--- config.mk ---
export PLATFORM = sky130hd
export DESIGN_NAME = goh_queue
export DESIGN_NICKNAME = d
export VERILOG_FILES = /design/src/hw/rtl/gradient_orientation_histogram_macros.svh /design/src/hw/rtl/goh_pkg.sv /design/src/hw/rtl/goh_queue.sv
export SDC_FILE = /design/constraint.sdc
export NUM_CORES = 1
export LEC_CHECK = 0
export BUFFER_PORTS_ARGS = -buffer_cell sky130_fd_sc_hd__buf_4
export CAP_MARGIN = 40
export CORE_ASPECT_RATIO = 1.4
export CORE_MARGIN = 2
export CORE_UTILIZATION = 50
export CTS_BUF_LIST = sky130_fd_sc_hd__clkbuf_4 sky130_fd_sc_hd__clkbuf_8
export DETAILED_ROUTE_END_ITERATION = 12
export PLACE_DENSITY = 0.86
export SYNTH_ARGS = -nofsm -noshare
export SYNTH_HDL_FRONTEND = slang
export SYNTH_SLANG_ARGS = --single-unit
export TNS_END_PERCENT = 50
--- constraint.sdc ---
create_clock -name i_clk -period 2.8 [get_ports i_clk]
set_input_delay 0.56 -clock i_clk [delete_from_list [all_inputs] [get_ports i_clk]]
set_output_delay 0.56 -clock i_clk [all_outputs]
set_load 0.1 [all_outputs]
--- src/hw/rtl/gradient_orientation_histogram_macros.svh ---
// Assertion macros used by the orientation histogram back end
`ifndef GRADIENT_ORIENTATION_HISTOGRAM_MACROS_SVH
`define GRADIENT_ORIENTATION_HISTOGRAM_MACROS_SVH

// Property must hold at every rising clock edge outside reset
`define GOH_ASSERT(label, clk, rst_n, prop) \
    label: assert property (@(posedge clk) disable iff (!rst_n) prop) \
        else $error("histogram assertion failed");

// Condition must never be seen outside reset
`define GOH_ASSERT_NEVER(label, clk, rst_n, expr) \
    label: assert property (@(posedge clk) disable iff (!rst_n) !(expr)) \
        else $error("histogram forbidden condition seen");

`endif

--- src/hw/rtl/goh_pkg.sv ---
// Shared types, constants and tables of the orientation histogram
package goh_pkg;

    localparam int NUM_BINS     = 36;
    localparam int BIN_W        = $clog2(NUM_BINS);
    localparam int VAL_W        = 40;
    localparam int PIX_W        = 16;
    localparam int OFF_W        = 6;
    localparam int DIF_W        = PIX_W + 1;
    localparam int D2_W         = 11;
    localparam int SCL_W        = 16;
    localparam int OUT_IDX_W    = 6;

    // Configuration port
    localparam int CFG_IDX_W    = 3;
    localparam int CFG_DAT_W    = 16;
    localparam logic [CFG_IDX_W-1:0] REG_CENTER_ROW   = 3'd0;
    localparam logic [CFG_IDX_W-1:0] REG_CENTER_COL   = 3'd1;
    localparam logic [CFG_IDX_W-1:0] REG_IMAGE_ROWS   = 3'd2;
    localparam logic [CFG_IDX_W-1:0] REG_IMAGE_COLS   = 3'd3;
    localparam logic [CFG_IDX_W-1:0] REG_WINDOW_RAD   = 3'd4;
    localparam logic [CFG_IDX_W-1:0] REG_WEIGHT_SCALE = 3'd5;

    // Queue between front and back
    localparam int QDEPTH       = 2;
    localparam int QPTR_W       = $clog2(QDEPTH);
    localparam int QCNT_W       = $clog2(QDEPTH + 1);

    // Angle, bin division
    localparam int ANG_W        = 25;
    localparam int QW           = $clog2(NUM_BINS + 1);
    localparam int NUM_W        = ANG_W + QW;
    localparam logic [NUM_W-1:0] HALF_OFS = NUM_W'(180 * 65536);
    // Numerator is divided by 2^16 first, then by 360 through a reciprocal;
    // ceil(2^23/360) is exact for quotients of values below 2^23/112
    localparam int DIV_SH       = 23;
    localparam int QV_W         = NUM_W - 16;
    localparam logic [QV_W-1:0] RECIP_360 = QV_W'((1 << DIV_SH) / 360 + 1);

    // Magnitude and rotation datapath
    localparam int SQ_W         = 2 * PIX_W + 1;
    localparam int RT_W         = SQ_W + 1;
    localparam int MAG_W        = PIX_W + 1;
    localparam int XW           = 37;
    localparam int ZW           = 27;
    localparam logic signed [ZW-1:0] DEG360 = ZW'(360 * 65536);
    localparam logic signed [ZW-1:0] DEG180 = ZW'(180 * 65536);
    localparam int CORDIC_STEPS = 16;
    localparam int ISQRT_STEPS  = 17;

    // Weight and accumulation
    localparam int T_W          = D2_W + SCL_W;
    localparam int P_W          = 18;
    localparam int W_W          = 17;
    localparam int ADD_W        = MAG_W + W_W;
    localparam int SUM_W        = VAL_W + 5;
    localparam int EXP_INT_N    = 12;

    // Sequencer counter
    localparam int CNT_MAX      = (NUM_BINS + 6 > ISQRT_STEPS) ? NUM_BINS + 6 : ISQRT_STEPS;
    localparam int CNT_W        = $clog2(CNT_MAX + 1);

    typedef struct packed {
        logic                    keep;
        logic                    last;
        logic signed [DIF_W-1:0] dx;
        logic signed [DIF_W-1:0] dy;
        logic [D2_W-1:0]         d2;
    } t_item;

    typedef struct packed {
        logic full;
        logic empty;
    } t_qstat;

    typedef enum logic [3:0] {
        B_IDLE, B_SQ, B_ITER, B_ANG, B_NUM, B_DIV, B_RD, B_WR, B_SMOOTH, B_EMIT
    } t_bstate;

    // Rotation angles in degrees, Q16
    function automatic logic signed [ZW-1:0] atan_q16(input logic [3:0] i);
        logic signed [ZW-1:0] v;
        case (i)
            4'd0:    v = ZW'(2949120);
            4'd1:    v = ZW'(1740967);
            4'd2:    v = ZW'(919879);
            4'd3:    v = ZW'(466945);
            4'd4:    v = ZW'(234379);
            4'd5:    v = ZW'(117304);
            4'd6:    v = ZW'(58666);
            4'd7:    v = ZW'(29335);
            4'd8:    v = ZW'(14668);
            4'd9:    v = ZW'(7334);
            4'd10:   v = ZW'(3667);
            4'd11:   v = ZW'(1833);
            4'd12:   v = ZW'(917);
            4'd13:   v = ZW'(458);
            4'd14:   v = ZW'(229);
            4'd15:   v = ZW'(115);
            default: v = '0;
        endcase
        return v;
    endfunction

    // exp of minus integer part, Q16
    function automatic logic [W_W-1:0] exp_int(input logic [3:0] k);
        logic [W_W-1:0] v;
        case (k)
            4'd0:    v = 17'd65536;
            4'd1:    v = 17'd24109;
            4'd2:    v = 17'd8869;
            4'd3:    v = 17'd3263;
            4'd4:    v = 17'd1200;
            4'd5:    v = 17'd442;
            4'd6:    v = 17'd162;
            4'd7:    v = 17'd60;
            4'd8:    v = 17'd22;
            4'd9:    v = 17'd8;
            4'd10:   v = 17'd3;
            4'd11:   v = 17'd1;
            default: v = '0;
        endcase
        return v;
    endfunction

    // exp of minus sixteenths, Q16
    function automatic logic [W_W-1:0] exp_frac(input logic [3:0] m);
        logic [W_W-1:0] v;
        case (m)
            4'd0:    v = 17'd65536;
            4'd1:    v = 17'd61565;
            4'd2:    v = 17'd57835;
            4'd3:    v = 17'd54331;
            4'd4:    v = 17'd51039;
            4'd5:    v = 17'd47947;
            4'd6:    v = 17'd45042;
            4'd7:    v = 17'd42313;
            4'd8:    v = 17'd39750;
            4'd9:    v = 17'd37341;
            4'd10:   v = 17'd35079;
            4'd11:   v = 17'd32954;
            4'd12:   v = 17'd30957;
            4'd13:   v = 17'd29081;
            4'd14:   v = 17'd27319;
            4'd15:   v = 17'd25664;
            default: v = '0;
        endcase
        return v;
    endfunction

endpackage

--- src/hw/rtl/goh_queue.sv ---
// Short item queue between front and back
module goh_queue (
    input  logic           i_clk,
    input  logic           i_rst_n,
    input  logic           i_push,
    input  goh_pkg::t_item i_item,
    input  logic           i_pop,
    output goh_pkg::t_item o_item,
    output goh_pkg::t_qstat o_qstat
);
    import goh_pkg::*;

    t_item              r_mem [QDEPTH];
    logic [QPTR_W-1:0]  r_wp, r_rp;
    logic [QCNT_W-1:0]  r_cnt;
    logic               do_push, do_pop;

    assign do_push = i_push && (r_cnt != QCNT_W'(QDEPTH));
    assign do_pop  = i_pop && (r_cnt != '0);

    // Advance pointers and fill count
    always_ff @(posedge i_clk) begin
        if (!i_rst_n) begin
            r_wp  <= '0;
            r_rp  <= '0;
            r_cnt <= '0;
        end else begin
            if (do_push) r_wp <= (r_wp == QPTR_W'(QDEPTH-1)) ? '0 : r_wp + 1'b1;
            if (do_pop)  r_rp <= (r_rp == QPTR_W'(QDEPTH-1)) ? '0 : r_rp + 1'b1;
            case ({do_push, do_pop})
                2'b10:   r_cnt <= r_cnt + 1'b1;
                2'b01:   r_cnt <= r_cnt - 1'b1;
                default: ;
            endcase
        end
    end

    // Hold entries
    always_ff @(posedge i_clk) begin
        if (do_push) r_mem[r_wp] <= i_item;
    end

    assign o_item        = r_mem[r_rp];
    assign o_qstat.full  = (r_cnt == QCNT_W'(QDEPTH));
    assign o_qstat.empty = (r_cnt == '0);

endmodule

## Word level (Yosys, flattened, before mapping)

Memories as Yosys holds them, arrays and structs flattened. A register that Yosys moved wholly into a read port is not among the register bits.
Cells that the tools add are included.

- Logic and storage cells: 24
- Bits in writable memories: 94
- Input port bits: 51
- Memories: 1
- Register bits: 4

- Add/subtract/negate cells: 4
- Eq/ne operators: 4
- Multiplexer cells: 7
- Reductions and logical operators: 5

Memories:

| name | depth | width | rd ports | clocked after memory_dff | wr ports | RTL line | text |
|---|---|---|---|---|---|---|---|
| r_mem | 2 | 47 | 1 | 1 | 1 | goh_queue.sv:13 | `t_item r_mem [QDEPTH];` |

Operators by type and width:

| operator | count |
|---|---|
| $mux W1 | 6 |
| $eq A2 B2 Y1 const B | 2 |
| $pmux W2 S2 | 1 |
| $reduce_bool A2 Y1 | 2 |
| $add A1 B1 Y1 const B | 2 |
| $add A2 B1 Y2 const B | 1 |
| $eq A2 B1 Y1 const B | 1 |
| $logic_and A1 B1 Y1 | 2 |
| $logic_not A2 Y1 | 1 |
| $ne A2 B2 Y1 const B | 1 |
| $sub A2 B1 Y2 const B | 1 |

## Longest topological paths before layout

- Depth after elaboration: 4
- Mapped depth: 6
- Mapped depth without buffers: 6

## Worst setup path before layout

Ideal clock, no wire load.

- Kind: register to register
- Start: reg r_cnt[0]
- End: mem r_mem[0][0] (netlist name), enable pin
- Stages on the path, launching flop included: 5
- Buffers on the path: 0
- Setup slack: 0.338 ns
- Required time: 2.399 ns
- Data arrival time: 2.060 ns
- Cell sequence: dfxtp_1 > nand2b_2 > inv_2 > or3_1 > inv_1

- Longest elaborated chain between the ends: 4

Ends and longest elaborated chain:

| item | RTL line | text |
|---|---|---|
| start: declaration | goh_queue.sv:15 | `logic [QCNT_W-1:0] r_cnt;` |
| start signal: assignment | goh_queue.sv:31 | `2'b10: r_cnt <= r_cnt + 1'b1;` |
| start signal: assignment | goh_queue.sv:32 | `2'b01: r_cnt <= r_cnt - 1'b1;` |
| $ne A2 B2 Y1 | goh_queue.sv:18 | `assign do_push = i_push && (r_cnt != QCNT_W'(QDEPTH));` |
| $logic_and A1 B1 Y1 | goh_queue.sv:18 |  |
| $mux W1 | goh_queue.sv:40 | `if (do_push) r_mem[r_wp] <= i_item;` |
| $mux W1 (implied by the code) | goh_queue.sv:40 |  |
| end: declaration | goh_queue.sv:13 |  |

No other way between the ends.

==> flow_summary.ini <==
[run_status]
outcome = complete, no violations

[route]
drt_iter0_drc = 116
viasPerCell = 4.90
drtPass1Iterations = 4
vias = 1856
drc_errors = 0
drt-wirelength-per-cell_um = 16.7
routed_wl_um = 6320
ant_nets = 0

[critical_path]
reg2reg_slack_ps = 800
crit_path_cell_trace = buf_12 -> mux2_2 -> buf_4
crit_slowest_cell = dfxtp_2
cp-start-kind = flip-flop
worst_path_largest_cell_delay_ps = 660
critPathArrivalTime_ps = 1880
crit_fanout = 28
r2r_start = r_cnt[0]$_SDFFE_PN0P_
end_kind = primary output
reg2reg_to = r_mem[0][30]$_DFFE_PP_
path_delay_family = flip-flops
cp.required_ps = 2240
criticalPathCategory = flip-flop to primary output
r2r_cells = 5
crit_buf_inv = 2

[clocking]
ctsHoldBuffers = 0
cts_sinks = 99
clk_pin_slew_ps = 80
ctsLongestPathBuffers = 2
cts_buffers = 9
clkLatencyLatePin_ps = 350
cts_tree = yes
post_cts_buffers = 0
htree_num_levels = 3
ctsResizeCount = 0
root_buffer = clkbuf_8

[synthesis]
synthFlopType = edfxtp_1
synthesis.area_sq_um = 3610
synth_top_area_cell = edfxtp_1
syn-mean-instance-area_sq_um = 21.0
syn_nets = 224
synth_warnings = 0
synth.most_common_cell = edfxtp_1
synthTopCellsByCount = edfxtp_1, mux2_2, buf_2, dfxtp_1, xnor2_1
synth_cells = 172
ys_top_cells_by_area = edfxtp_1, mux2_2, dfxtp_1
yosys_register_bits = 99
yosysUniqueCellTypes = 18
yosysSeqAreaShare = 0.809
synthArstFlopShare = 0
yosys.area.top_type_share = 0.781
synth_edf_count = 94

[timing]
hold_violations = 0
slew_viol_final = 0
fin_skew_ps = 6.19
rsz0062_at_grt = false
max_slew_margin = 0.662
setup_viol = 0
max_freq_mhz = 410
fin_crit_ps = 2440
fin_crit_sh = 0.872
setup_tns_ps = 0
worst_pin_slew_ps = 507

[flow_run]
drv_cap = 0

[final_layout]
diodes = 0
postLayoutCoreUtil = 0.668
syn_to_final_growth_pct = 29.1
fin_area_sq_um = 4670
nNetsFinal = 332
drive_above_1_share = 0.585
layout.cells.non_filler = 379
nFillCells = 493

[worst_hold_path]
holdPathEnd = r_mem[0][22]$_DFFE_PP_
holdPathStages = 1
min_from = i_item[22]
hold_path.class = primary input to flip-flop

[floorplan]
dieArea_sq_um = 7930
core-area_sq_um = 6980
io_pins = 100
fp-row-count = 36
die-width_um = 75.8
die_y_um = 105
initial_core_util = 0.518

[global_routing]
first_global_vias = 2000
antenna_found_initial = 0
grt_pass1_wl_um = 9470
grt_max_degree = 29
grt-ovfl-total = 0
track_usage = 0.166

[place]
place_area_sq_um = 4510
post-dp-hpwl_um = 4340
io_buffers = 99
dp.cells = 364
gp_congestion = 0.682
[cells by family (layout without fill, tap and decap cells)]
| group | Yosys count | count (layout) | share of synthesized area |
|---|---|---|---|
| adder cells (fa/ha/maj) | 1 | 1 | 0.00346 |
| flip-flops | 99 | 99 | 0.809 |
| buffers and inverters | 8 | 120 | 0.0100 |
| XOR/XNOR | 3 | 3 | 0.00727 |
| AO/OA/AOI/OAI | 5 | 5 | 0.00900 |
| multiplexers | 47 | 47 | 0.146 |
| AND/OR/NAND/NOR | 9 | 9 | 0.0149 |
[state kept, by name, summed over array words and instances (netlist names), named ones only]
| register | flops |
|---|---|
| r_wp | 1 |
| r_rp | 1 |
| r_cnt | 2 |
| r_mem | 94 |
[final cells by class]
class / instances / area (sq um) / area share
sequential: 99 / 2920 / 0.627
timing repair buffer: 102 / 803 / 0.172
multi-input combinational: 65 / 656 / 0.141
clock buffer: 10 / 131 / 0.0282
tap: 95 / 119 / 0.0255
clock inverter: 5 / 21.3 / 0.00456
inverter: 3 / 11.3 / 0.00241
[how the worst max path moves through the flow]
stage / start / end / slack [ps] / cells past startpoint
final: flip-flop / o_item[8] / 360 / 3
after global routing: flip-flop / o_item[8] / 260 / 3
after CTS: flip-flop / o_item[8] / 320 / 3
after detailed placement: flip-flop / o_item[8] / 720 / 3
after global placement: flip-flop / o_item[1] / 730 / 3
after floorplan: r_cnt[0]$_SDFFE_PN0P_ / r_mem[0][0]$_DFFE_PP_ / 340 / 4
[per-stage QoR]
| step | setup WS, ps | hold WS, ps |
|---|---|---|
| 2_1_floorplan | 338 | 457 |
| 3_3_place_gp | 728 | 466 |
| 3_5_place_dp | 719 | 493 |
| 4_1_cts | 324 | 370 |
| 5_1_grt | 265 | 370 |
| 6_report | 358 | 390 |
[placed cells by master (no fill, tap or decap)]
cell and count:
mux2_2 47, nand2_1 1, o21a_1 1, clkinv_2 2
clkinv_1 3, xnor2_1 3, buf_12 3, inv_2 2
dfxtp_1 4, clkbuf_8 9, and2_1 1, o21ai_0 2
and3_2 1, nand2b_2 1, a21boi_1 2, buf_4 99
dfxtp_2 1, edfxtp_1 94, or3_1 2, inv_1 1
ha_1 1, nor2_1 1, clkbuf_4 1, nor2b_1 2
[routing by layer]
metal	wire length, um	part of all wire	up-vias	track usage
li1	-	-	883	-
met1	2390	0.38	909	0.183
met2	3450	0.55	55	0.284
met3	337	0.053	9	0.0386
met4	138	0.022	0	0.0902
met5	0	0	-	0
Power is left out: the tool's default activity adds up to more than one toggle a clock period on the data nets, which glitch-free logic cannot reach.
