**config.mk**
```make
export PLATFORM = sky130hd
export DESIGN_NAME = goh_front
export DESIGN_NICKNAME = d
export VERILOG_FILES = /design/src/hw/rtl/gradient_orientation_histogram_macros.svh /design/src/hw/rtl/goh_pkg.sv /design/src/hw/rtl/goh_front.sv
export SDC_FILE = /design/constraint.sdc
export NUM_CORES = 1
export LEC_CHECK = 0
export BUFFER_PORTS_ARGS = -buffer_cell sky130_fd_sc_hd__buf_2
export CAP_MARGIN = 5
export CORE_UTILIZATION = 50
export CTS_CLUSTER_DIAMETER = 120
export DETAILED_ROUTE_END_ITERATION = 16
export PLACE_DENSITY = 0.74
export SYNTH_ARGS = -nofsm -noshare
export SYNTH_HDL_FRONTEND = slang
export SYNTH_SLANG_ARGS = --single-unit
```
**constraint.sdc**
```tcl
create_clock -name i_clk -period 8.5 [get_ports i_clk]
set_input_delay 0.425 -clock i_clk [delete_from_list [all_inputs] [get_ports i_clk]]
set_output_delay 0.425 -clock i_clk [all_outputs]
set_load 0.05 [all_outputs]
```
**src/hw/rtl/gradient_orientation_histogram_macros.svh**
```systemverilog
// Assertion macros used by the orientation histogram back end
`ifndef GRADIENT_ORIENTATION_HISTOGRAM_MACROS_SVH
`define GRADIENT_ORIENTATION_HISTOGRAM_MACROS_SVH

// Property must hold at every rising clock edge outside reset
`define GOH_ASSERT(label, clk, rst_n, prop) \
    label: assert property (@(posedge clk) disable iff (!rst_n) prop) \
        else $error("histogram assertion failed");

// Condition must never be seen outside reset
`define GOH_ASSERT_NEVER(label, clk, rst_n, expr) \
    label: assert property (@(posedge clk) disable iff (!rst_n) !(expr)) \
        else $error("histogram forbidden condition seen");

`endif

```
**src/hw/rtl/goh_pkg.sv**
```systemverilog
// Shared types, constants and tables of the orientation histogram
package goh_pkg;

    localparam int NUM_BINS     = 36;
    localparam int BIN_W        = $clog2(NUM_BINS);
    localparam int VAL_W        = 40;
    localparam int PIX_W        = 16;
    localparam int OFF_W        = 6;
    localparam int DIF_W        = PIX_W + 1;
    localparam int D2_W         = 11;
    localparam int SCL_W        = 16;
    localparam int OUT_IDX_W    = 6;

    // Configuration port
    localparam int CFG_IDX_W    = 3;
    localparam int CFG_DAT_W    = 16;
    localparam logic [CFG_IDX_W-1:0] REG_CENTER_ROW   = 3'd0;
    localparam logic [CFG_IDX_W-1:0] REG_CENTER_COL   = 3'd1;
    localparam logic [CFG_IDX_W-1:0] REG_IMAGE_ROWS   = 3'd2;
    localparam logic [CFG_IDX_W-1:0] REG_IMAGE_COLS   = 3'd3;
    localparam logic [CFG_IDX_W-1:0] REG_WINDOW_RAD   = 3'd4;
    localparam logic [CFG_IDX_W-1:0] REG_WEIGHT_SCALE = 3'd5;

    // Queue between front and back
    localparam int QDEPTH       = 2;
    localparam int QPTR_W       = $clog2(QDEPTH);
    localparam int QCNT_W       = $clog2(QDEPTH + 1);

    // Angle, bin division
    localparam int ANG_W        = 25;
    localparam int QW           = $clog2(NUM_BINS + 1);
    localparam int NUM_W        = ANG_W + QW;
    localparam logic [NUM_W-1:0] HALF_OFS = NUM_W'(180 * 65536);
    // Numerator is divided by 2^16 first, then by 360 through a reciprocal;
    // ceil(2^23/360) is exact for quotients of values below 2^23/112
    localparam int DIV_SH       = 23;
    localparam int QV_W         = NUM_W - 16;
    localparam logic [QV_W-1:0] RECIP_360 = QV_W'((1 << DIV_SH) / 360 + 1);

    // Magnitude and rotation datapath
    localparam int SQ_W         = 2 * PIX_W + 1;
    localparam int RT_W         = SQ_W + 1;
    localparam int MAG_W        = PIX_W + 1;
    localparam int XW           = 37;
    localparam int ZW           = 27;
    localparam logic signed [ZW-1:0] DEG360 = ZW'(360 * 65536);
    localparam logic signed [ZW-1:0] DEG180 = ZW'(180 * 65536);
    localparam int CORDIC_STEPS = 16;
    localparam int ISQRT_STEPS  = 17;

    // Weight and accumulation
    localparam int T_W          = D2_W + SCL_W;
    localparam int P_W          = 18;
    localparam int W_W          = 17;
    localparam int ADD_W        = MAG_W + W_W;
    localparam int SUM_W        = VAL_W + 5;
    localparam int EXP_INT_N    = 12;

    // Sequencer counter
    localparam int CNT_MAX      = (NUM_BINS + 6 > ISQRT_STEPS) ? NUM_BINS + 6 : ISQRT_STEPS;
    localparam int CNT_W        = $clog2(CNT_MAX + 1);

    typedef struct packed {
        logic                    keep;
        logic                    last;
        logic signed [DIF_W-1:0] dx;
        logic signed [DIF_W-1:0] dy;
        logic [D2_W-1:0]         d2;
    } t_item;

    typedef struct packed {
        logic full;
        logic empty;
    } t_qstat;

    typedef enum logic [3:0] {
        B_IDLE, B_SQ, B_ITER, B_ANG, B_NUM, B_DIV, B_RD, B_WR, B_SMOOTH, B_EMIT
    } t_bstate;

    // Rotation angles in degrees, Q16
    function automatic logic signed [ZW-1:0] atan_q16(input logic [3:0] i);
        logic signed [ZW-1:0] v;
        case (i)
            4'd0:    v = ZW'(2949120);
            4'd1:    v = ZW'(1740967);
            4'd2:    v = ZW'(919879);
            4'd3:    v = ZW'(466945);
            4'd4:    v = ZW'(234379);
            4'd5:    v = ZW'(117304);
            4'd6:    v = ZW'(58666);
            4'd7:    v = ZW'(29335);
            4'd8:    v = ZW'(14668);
            4'd9:    v = ZW'(7334);
            4'd10:   v = ZW'(3667);
            4'd11:   v = ZW'(1833);
            4'd12:   v = ZW'(917);
            4'd13:   v = ZW'(458);
            4'd14:   v = ZW'(229);
            4'd15:   v = ZW'(115);
            default: v = '0;
        endcase
        return v;
    endfunction

    // exp of minus integer part, Q16
    function automatic logic [W_W-1:0] exp_int(input logic [3:0] k);
        logic [W_W-1:0] v;
        case (k)
            4'd0:    v = 17'd65536;
            4'd1:    v = 17'd24109;
            4'd2:    v = 17'd8869;
            4'd3:    v = 17'd3263;
            4'd4:    v = 17'd1200;
            4'd5:    v = 17'd442;
            4'd6:    v = 17'd162;
            4'd7:    v = 17'd60;
            4'd8:    v = 17'd22;
            4'd9:    v = 17'd8;
            4'd10:   v = 17'd3;
            4'd11:   v = 17'd1;
            default: v = '0;
        endcase
        return v;
    endfunction

    // exp of minus sixteenths, Q16
    function automatic logic [W_W-1:0] exp_frac(input logic [3:0] m);
        logic [W_W-1:0] v;
        case (m)
            4'd0:    v = 17'd65536;
            4'd1:    v = 17'd61565;
            4'd2:    v = 17'd57835;
            4'd3:    v = 17'd54331;
            4'd4:    v = 17'd51039;
            4'd5:    v = 17'd47947;
            4'd6:    v = 17'd45042;
            4'd7:    v = 17'd42313;
            4'd8:    v = 17'd39750;
            4'd9:    v = 17'd37341;
            4'd10:   v = 17'd35079;
            4'd11:   v = 17'd32954;
            4'd12:   v = 17'd30957;
            4'd13:   v = 17'd29081;
            4'd14:   v = 17'd27319;
            4'd15:   v = 17'd25664;
            default: v = '0;
        endcase
        return v;
    endfunction

endpackage

```
**src/hw/rtl/goh_front.sv**
```systemverilog
// Front end: configuration registers, item accept, border and radius test, gradient
module goh_front (
    input  logic                                i_clk,
    input  logic                                i_rst_n,
    input  logic                                i_cfg_we,
    input  logic [goh_pkg::CFG_IDX_W-1:0]       i_cfg_index,
    input  logic [goh_pkg::CFG_DAT_W-1:0]       i_cfg_data,
    input  logic                                i_start,
    input  logic signed [goh_pkg::OFF_W-1:0]    i_row_offset,
    input  logic signed [goh_pkg::OFF_W-1:0]    i_col_offset,
    input  logic [goh_pkg::PIX_W-1:0]           i_pixel_right,
    input  logic [goh_pkg::PIX_W-1:0]           i_pixel_left,
    input  logic [goh_pkg::PIX_W-1:0]           i_pixel_up,
    input  logic [goh_pkg::PIX_W-1:0]           i_pixel_down,
    input  logic                                i_window_end,
    input  goh_pkg::t_qstat                     i_qstat,
    output logic                                o_busy,
    output logic                                o_push,
    output goh_pkg::t_item                      o_item,
    output logic [goh_pkg::SCL_W-1:0]           o_scale
);
    import goh_pkg::*;

    logic [11:0]      r_center_row;
    logic [11:0]      r_center_col;
    logic [12:0]      r_image_rows;
    logic [12:0]      r_image_cols;
    logic [4:0]       r_radius;
    logic [SCL_W-1:0] r_scale;

    logic signed [13:0] row_pos, col_pos, row_lim, col_lim;
    logic [OFF_W-1:0]   ar, ac;
    logic [9:0]         ar_sq, ac_sq;
    logic               in_window;

    // Write configuration registers
    always_ff @(posedge i_clk) begin
        if (!i_rst_n) begin
            r_center_row <= '0;
            r_center_col <= '0;
            r_image_rows <= '0;
            r_image_cols <= '0;
            r_radius     <= 5'd1;
            r_scale      <= 16'd1;
        end else if (i_cfg_we) begin
            case (i_cfg_index)
                REG_CENTER_ROW:   r_center_row <= i_cfg_data[11:0];
                REG_CENTER_COL:   r_center_col <= i_cfg_data[11:0];
                REG_IMAGE_ROWS:   r_image_rows <= i_cfg_data[12:0];
                REG_IMAGE_COLS:   r_image_cols <= i_cfg_data[12:0];
                REG_WINDOW_RAD:   r_radius     <= i_cfg_data[4:0];
                REG_WEIGHT_SCALE: r_scale      <= i_cfg_data[SCL_W-1:0];
                default: ;
            endcase
        end
    end

    // Classify the sample: border, radius, squared offset
    always_comb begin
        row_pos = $signed({2'b00, r_center_row}) + 14'(i_row_offset);
        col_pos = $signed({2'b00, r_center_col}) + 14'(i_col_offset);
        row_lim = $signed({1'b0, r_image_rows}) - 14'sd1;
        col_lim = $signed({1'b0, r_image_cols}) - 14'sd1;
        ar      = i_row_offset[OFF_W-1] ? OFF_W'(-i_row_offset) : i_row_offset;
        ac      = i_col_offset[OFF_W-1] ? OFF_W'(-i_col_offset) : i_col_offset;
        ar_sq   = ar[4:0] * ar[4:0];
        ac_sq   = ac[4:0] * ac[4:0];
        in_window = (row_pos > 14'sd0) && (row_pos < row_lim) &&
                    (col_pos > 14'sd0) && (col_pos < col_lim) &&
                    (ar <= {1'b0, r_radius}) && (ac <= {1'b0, r_radius});
    end

    // Build the queued item
    always_comb begin
        o_item.keep = in_window;
        o_item.last = i_window_end;
        o_item.dx   = $signed({1'b0, i_pixel_right}) - $signed({1'b0, i_pixel_left});
        o_item.dy   = $signed({1'b0, i_pixel_up}) - $signed({1'b0, i_pixel_down});
        o_item.d2   = {1'b0, ar_sq} + {1'b0, ac_sq};
    end

    assign o_busy  = i_qstat.full || !i_rst_n;
    assign o_push  = i_start && !o_busy;
    assign o_scale = r_scale;

endmodule

```
# Word-level counts from Yosys, hierarchy flattened
# Index checks and enable logic that the tools add are counted.
[word_totals] elab_cells=46 reg_bits=71 output_inout_bits=65
[classes] add_sub_neg=9 reduce_logical=16 order_cmp=6 eq_ne=5 n_mux=2 multipliers=2
[op_table] cell="16-bit by 16-bit subtractor with 17-bit output" count=2
[op_table] cell="13-bit by 6-bit adder with 14-bit output" count=2
[op_table] cell="14-bit by 1-bit > comparator with 1-bit output, second input constant" count=2
[op_table] cell="14-bit less-than comparator" count=2
[op_table] cell="13-bit by 1-bit subtractor with 14-bit output, second input constant" count=2
[op_table] cell="5-bit by 5-bit multiplier with 10-bit output" count=2
[op_table] cell="6-bit by 5-bit <= comparator with 1-bit output" count=2
[op_table] cell="6-bit two-way mux" count=2
[op_table] cell="6-bit negator" count=2
[op_table] cell="2-bit AND reduction" count=6
[op_table] cell="10-bit by 10-bit adder with 11-bit output" count=1
[op_table] cell="3-bit by 2-bit == test with 1-bit output, second input constant" count=2
[op_table] cell="3-bit == test, second input constant" count=2
[op_table] cell="1-bit logical AND" count=6
[op_table] cell="3-bit by 1-bit == test with 1-bit output, second input constant" count=1
[op_table] cell="3-bit zero test" count=1
[op_table] cell="1-bit zero test" count=2
[op_table] cell="1-bit logical OR" count=1

# Logic depth before layout (Yosys ltp)
[depth] word_depth=7 mapped_depth=24

# Worst setup path before layout
# No wires, ideal clock.
[synth_timing] path_kind="input -> output" from="input i_col_offset[0] in the netlist's numbering" to="output o_item[10] in the netlist's numbering" stages=24 n_path_buf=0 arrival_time_ps=6002 setup_slack_ps=2073 path_cell_list="inv_1 -> ha_1 -> inv_1 -> o31ai_1 -> xor2_1 -> inv_1 -> nand2_1 -> inv_1 -> fa_1 -> fa_1 -> inv_1 -> fa_1 -> inv_1 -> fa_1 -> fa_1 -> ha_1 -> a21oi_1 -> nor2_1 -> nor2_1 -> o21bai_1 -> a21oi_1 -> o21bai_1 -> a21oi_1 -> xor2_1"
[synth_lines] item="start, declared" line="goh_front.sv:10" rtl="input logic signed [goh_pkg::OFF_W-1:0] i_col_offset,"
[synth_lines] item="end, declared" line="goh_front.sv:19" rtl="output goh_pkg::t_item o_item,"

==> results.cfg <==
[worst_setup_path]
critPathCaptureType = primary output
crit_path_start_kind = input pin
required_ns = 8.08
worstPathArrival_ns = 6.13
cp_max_fo = 6
worst-setup-path-type = input pin to primary output

[floorplan]
rows = 45
io_pins = 167
die_h_um = 127
die_area_mm2 = 0.0162
die_w_um = 127
core_mm2 = 0.0153
start_util_pct = 51.5

[synth]
synth.most_common_cell = nand2_1
postSynthCellCount = 1012
synth.top_cell.area_share_pct = 19.9
yosysWarningCount = 0
synth_cell_type_count = 50
yosysSeqAreaShare_pct = 18.1
synthTopCellsByCount = nand2_1 (174), ha_1 (125), inv_1 (110)
synth_ff_type = dfxtp_1
async_reset_ff_share_pct = 0
avgSynthCellArea_um2 = 7.76
synth_edf_count = 0
synth_area_mm2 = 0.00786
yosys-top-cells-area = ha_1 (20%), dfxtp_1 (18%), nand2_1 (8.3%)
synth-seq-cells = 71
synth_top_area_cell = ha_1
syn_nets = 1264

[outcome]
status = completed

[pwr]
swShare_pct = 50.9
p_clk_share_pct = 18.9
irDropWorstVdd_mv = 0.336
switchingPower_mw = 1.00
seqPwrFrac_pct = 17.6
p_leak_nw = 4.47
p_per_area_mw_per_mm2 = 216
combPwrFrac_pct = 63.5
internal-power_mw = 0.965

[layout]
design_area_mm2 = 0.00911
area_growth_pct = 16.0
drive_gt1_share_pct = 15.9
final.fill_count = 1413
antenna_cells = 0
final_util_pct = 59.7
nets = 1413

[routing]
drt-initial-drc-count = 281
dr_wl_met3_um = 808
wl_met2_mm = 8.51
finalWirelength_mm = 18.0
antenna_left = 0
drcViolationCount = 0
vias = 7191
routedWlPerCell_um = 13.1
via_per_inst = 5.22
drtPass1Iterations = 5
drt-met1-wl_mm = 8.44
highest_layer = met4

[clock_tree]
clockRootBuffer = clkbuf_16
cts-hold-fix-buffers = 0
clock_sinks = 71
numCtsBuffers = 9
post_cts.repair.setup_buffers = 0
clk_pin_slew_ns = 0.06
clockBufferDepth = 2
ctsResizeCount = 0
htree_levels = 3
worst_skew_pair.late_latency_ns = 0.33
cts_tree = done

[grt]
grt_use_total_pct = 22.8
grt_max_degree = 73
grt_overflow = 0
antenna_found_initial = 0
grt_pass1_vias = 6805
grt_pass1_wl_mm = 30.3

[timing]
setup_viol = 0
slew_headroom_pct = 27.0
fin_tns_setup_ns = 0
drv_slew = 0
skew_ns = 0
timing.fmax_mhz = 152
min_period_ns = 6.56
rsz0062_at_grt = false
hold_viol = 0
worstMarginPinSlew_ns = 1.10
fin_crit_sh_pct = 77.2

[placed_design]
place_area_mm2 = 0.00882
hpwl_mm = 14.5
place_congestion = 0.851
io_buffers = 163

[run]
cap_violations = 0

[worst_hold_path]
hp-class = input pin to flip-flop
## state kept, by name, summed over array words and instances, names as in the netlist
signal and count:
r_center_row 12, r_center_col 12, o_scale 16, r_image_rows 13
r_radius 5, r_image_cols 13
## path summary, 6_finish.rpt
path                                  endpoint                          from  depth (start not counted)  slack (ns)
setup / recovery                    o_item[10]               i_col_offset[0]                         26        1.94
hold / removal        o_scale[15]$_SDFFE_PN0P_                i_cfg_data[15]                          3        0.35
setup reg to reg  r_image_cols[2]$_SDFFE_PN0P_  r_image_cols[2]$_SDFFE_PN0P_                          2        7.75
hold reg to reg       o_scale[10]$_SDFFE_PN0P_      o_scale[10]$_SDFFE_PN0P_                          2        0.47
## per-layer routing
layer,global-route usage [%],vias to the layer above
li1,-,3723
met1,28.7,3265
met2,41.2,182
met3,2.72,21
met4,5.81,0
met5,0,-
## logic make-up (layout without fill, tap and decap cells)
family                     after synthesis  after routing  share of synthesized area (%)
adders and majority gates              150            150                           26.3
xor gates and xnor gates                80             80                           8.92
muxes                                    7              7                          0.892
AOI/OAI and AO/OA                      217            217                           18.7
and+or+nand+nor                        352            352                           20.3
DFF                                     71             71                           18.1
buffers and inverters                  135            289                           6.74
## placed cells by master, fill, tap and decap left out, types with 2 or more instances in the layout
master      netlist  final
o21ai_0          28     28
or3_1            11     11
nand4_1           7      7
o22ai_1           4      4
o31ai_1           3      3
o21a_1           14     14
a31oi_1           8      8
nor2_1           59     59
or2_2             3      3
nand3_1          18     18
nor3_1           20     20
dfxtp_1          71     71
a311oi_1          2      2
and2_1            4      4
clkinvlp_4        0      2
nor3b_1           3      3
clkbuf_1         21      2
nand2b_1         10     10
a2111oi_0         2      2
o221ai_1          2      2
xnor2_1          55     55
a21o_1           16     16
a211oi_1          4      4
clkbuf_16         0      9
mux2i_1           7      7
fa_1             25     25
o21bai_1         13     13
nor2b_1          21     21
buf_2             0    163
a21boi_0         71     71
inv_1           110    110
ha_1            125    125
xor2_1           25     25
nand2_1         174    174
or4_1             3      3
o211ai_1          5      5
and3_1            8      8
nor4_1            5      5
a21oi_1          39     39
## critical path: stages
cell and delay, ns:
buf_2 0.15, inv_1 0.14, ha_1 0.16, inv_1 0.05, o31ai_1 0.27, xor2_1 0.29
inv_1 0.14, nand2_1 0.13, inv_1 0.07, fa_1 0.48, fa_1 0.54, inv_1 0.05
fa_1 0.53, inv_1 0.05, fa_1 0.55, fa_1 0.42, ha_1 0.34, a21oi_1 0.17
nor2_1 0.05, nor2_1 0.14, o21bai_1 0.08, a21oi_1 0.22, o21bai_1 0.09, a21oi_1 0.17
xor2_1 0.15, buf_2 0.28
## through the flow
step	total power [mW]	instances	setup slack (ns)	hold slack, ns
global placement	1.59	1361	2.00	0.444
detailed placement	1.60	1361	1.90	0.458
global route	2.11	1377	1.45	0.348
finish	1.97	1377	1.94	0.346
CTS	1.98	1377	1.91	0.342
floorplan	1.36	1012	2.07	0.447
## power by group through the flow
stage          clock network (mW)  registers (mW)  logic (mW)
2_1_floorplan                   0           0.357        1.00
3_3_place_gp                    0           0.353        1.23
3_5_place_dp                    0           0.353        1.25
4_1_cts                     0.376           0.346        1.26
5_1_grt                     0.389           0.346        1.38
6_report                    0.372           0.346        1.25
## area by class of cell
| class | instances | area (um^2) | share of cell area [%] |
|---|---|---|---|
| clock inverter | 5 | 58.8 | 0.646 |
| multi-input combinational | 806 | 5900 | 64.8 |
| timing repair buffer | 163 | 816 | 8.95 |
| sequential | 71 | 1420 | 15.6 |
| inverter | 110 | 413 | 4.53 |
| clock buffer | 11 | 233 | 2.55 |
| tap | 211 | 264 | 2.90 |
(Power assumes the default switching activity.)
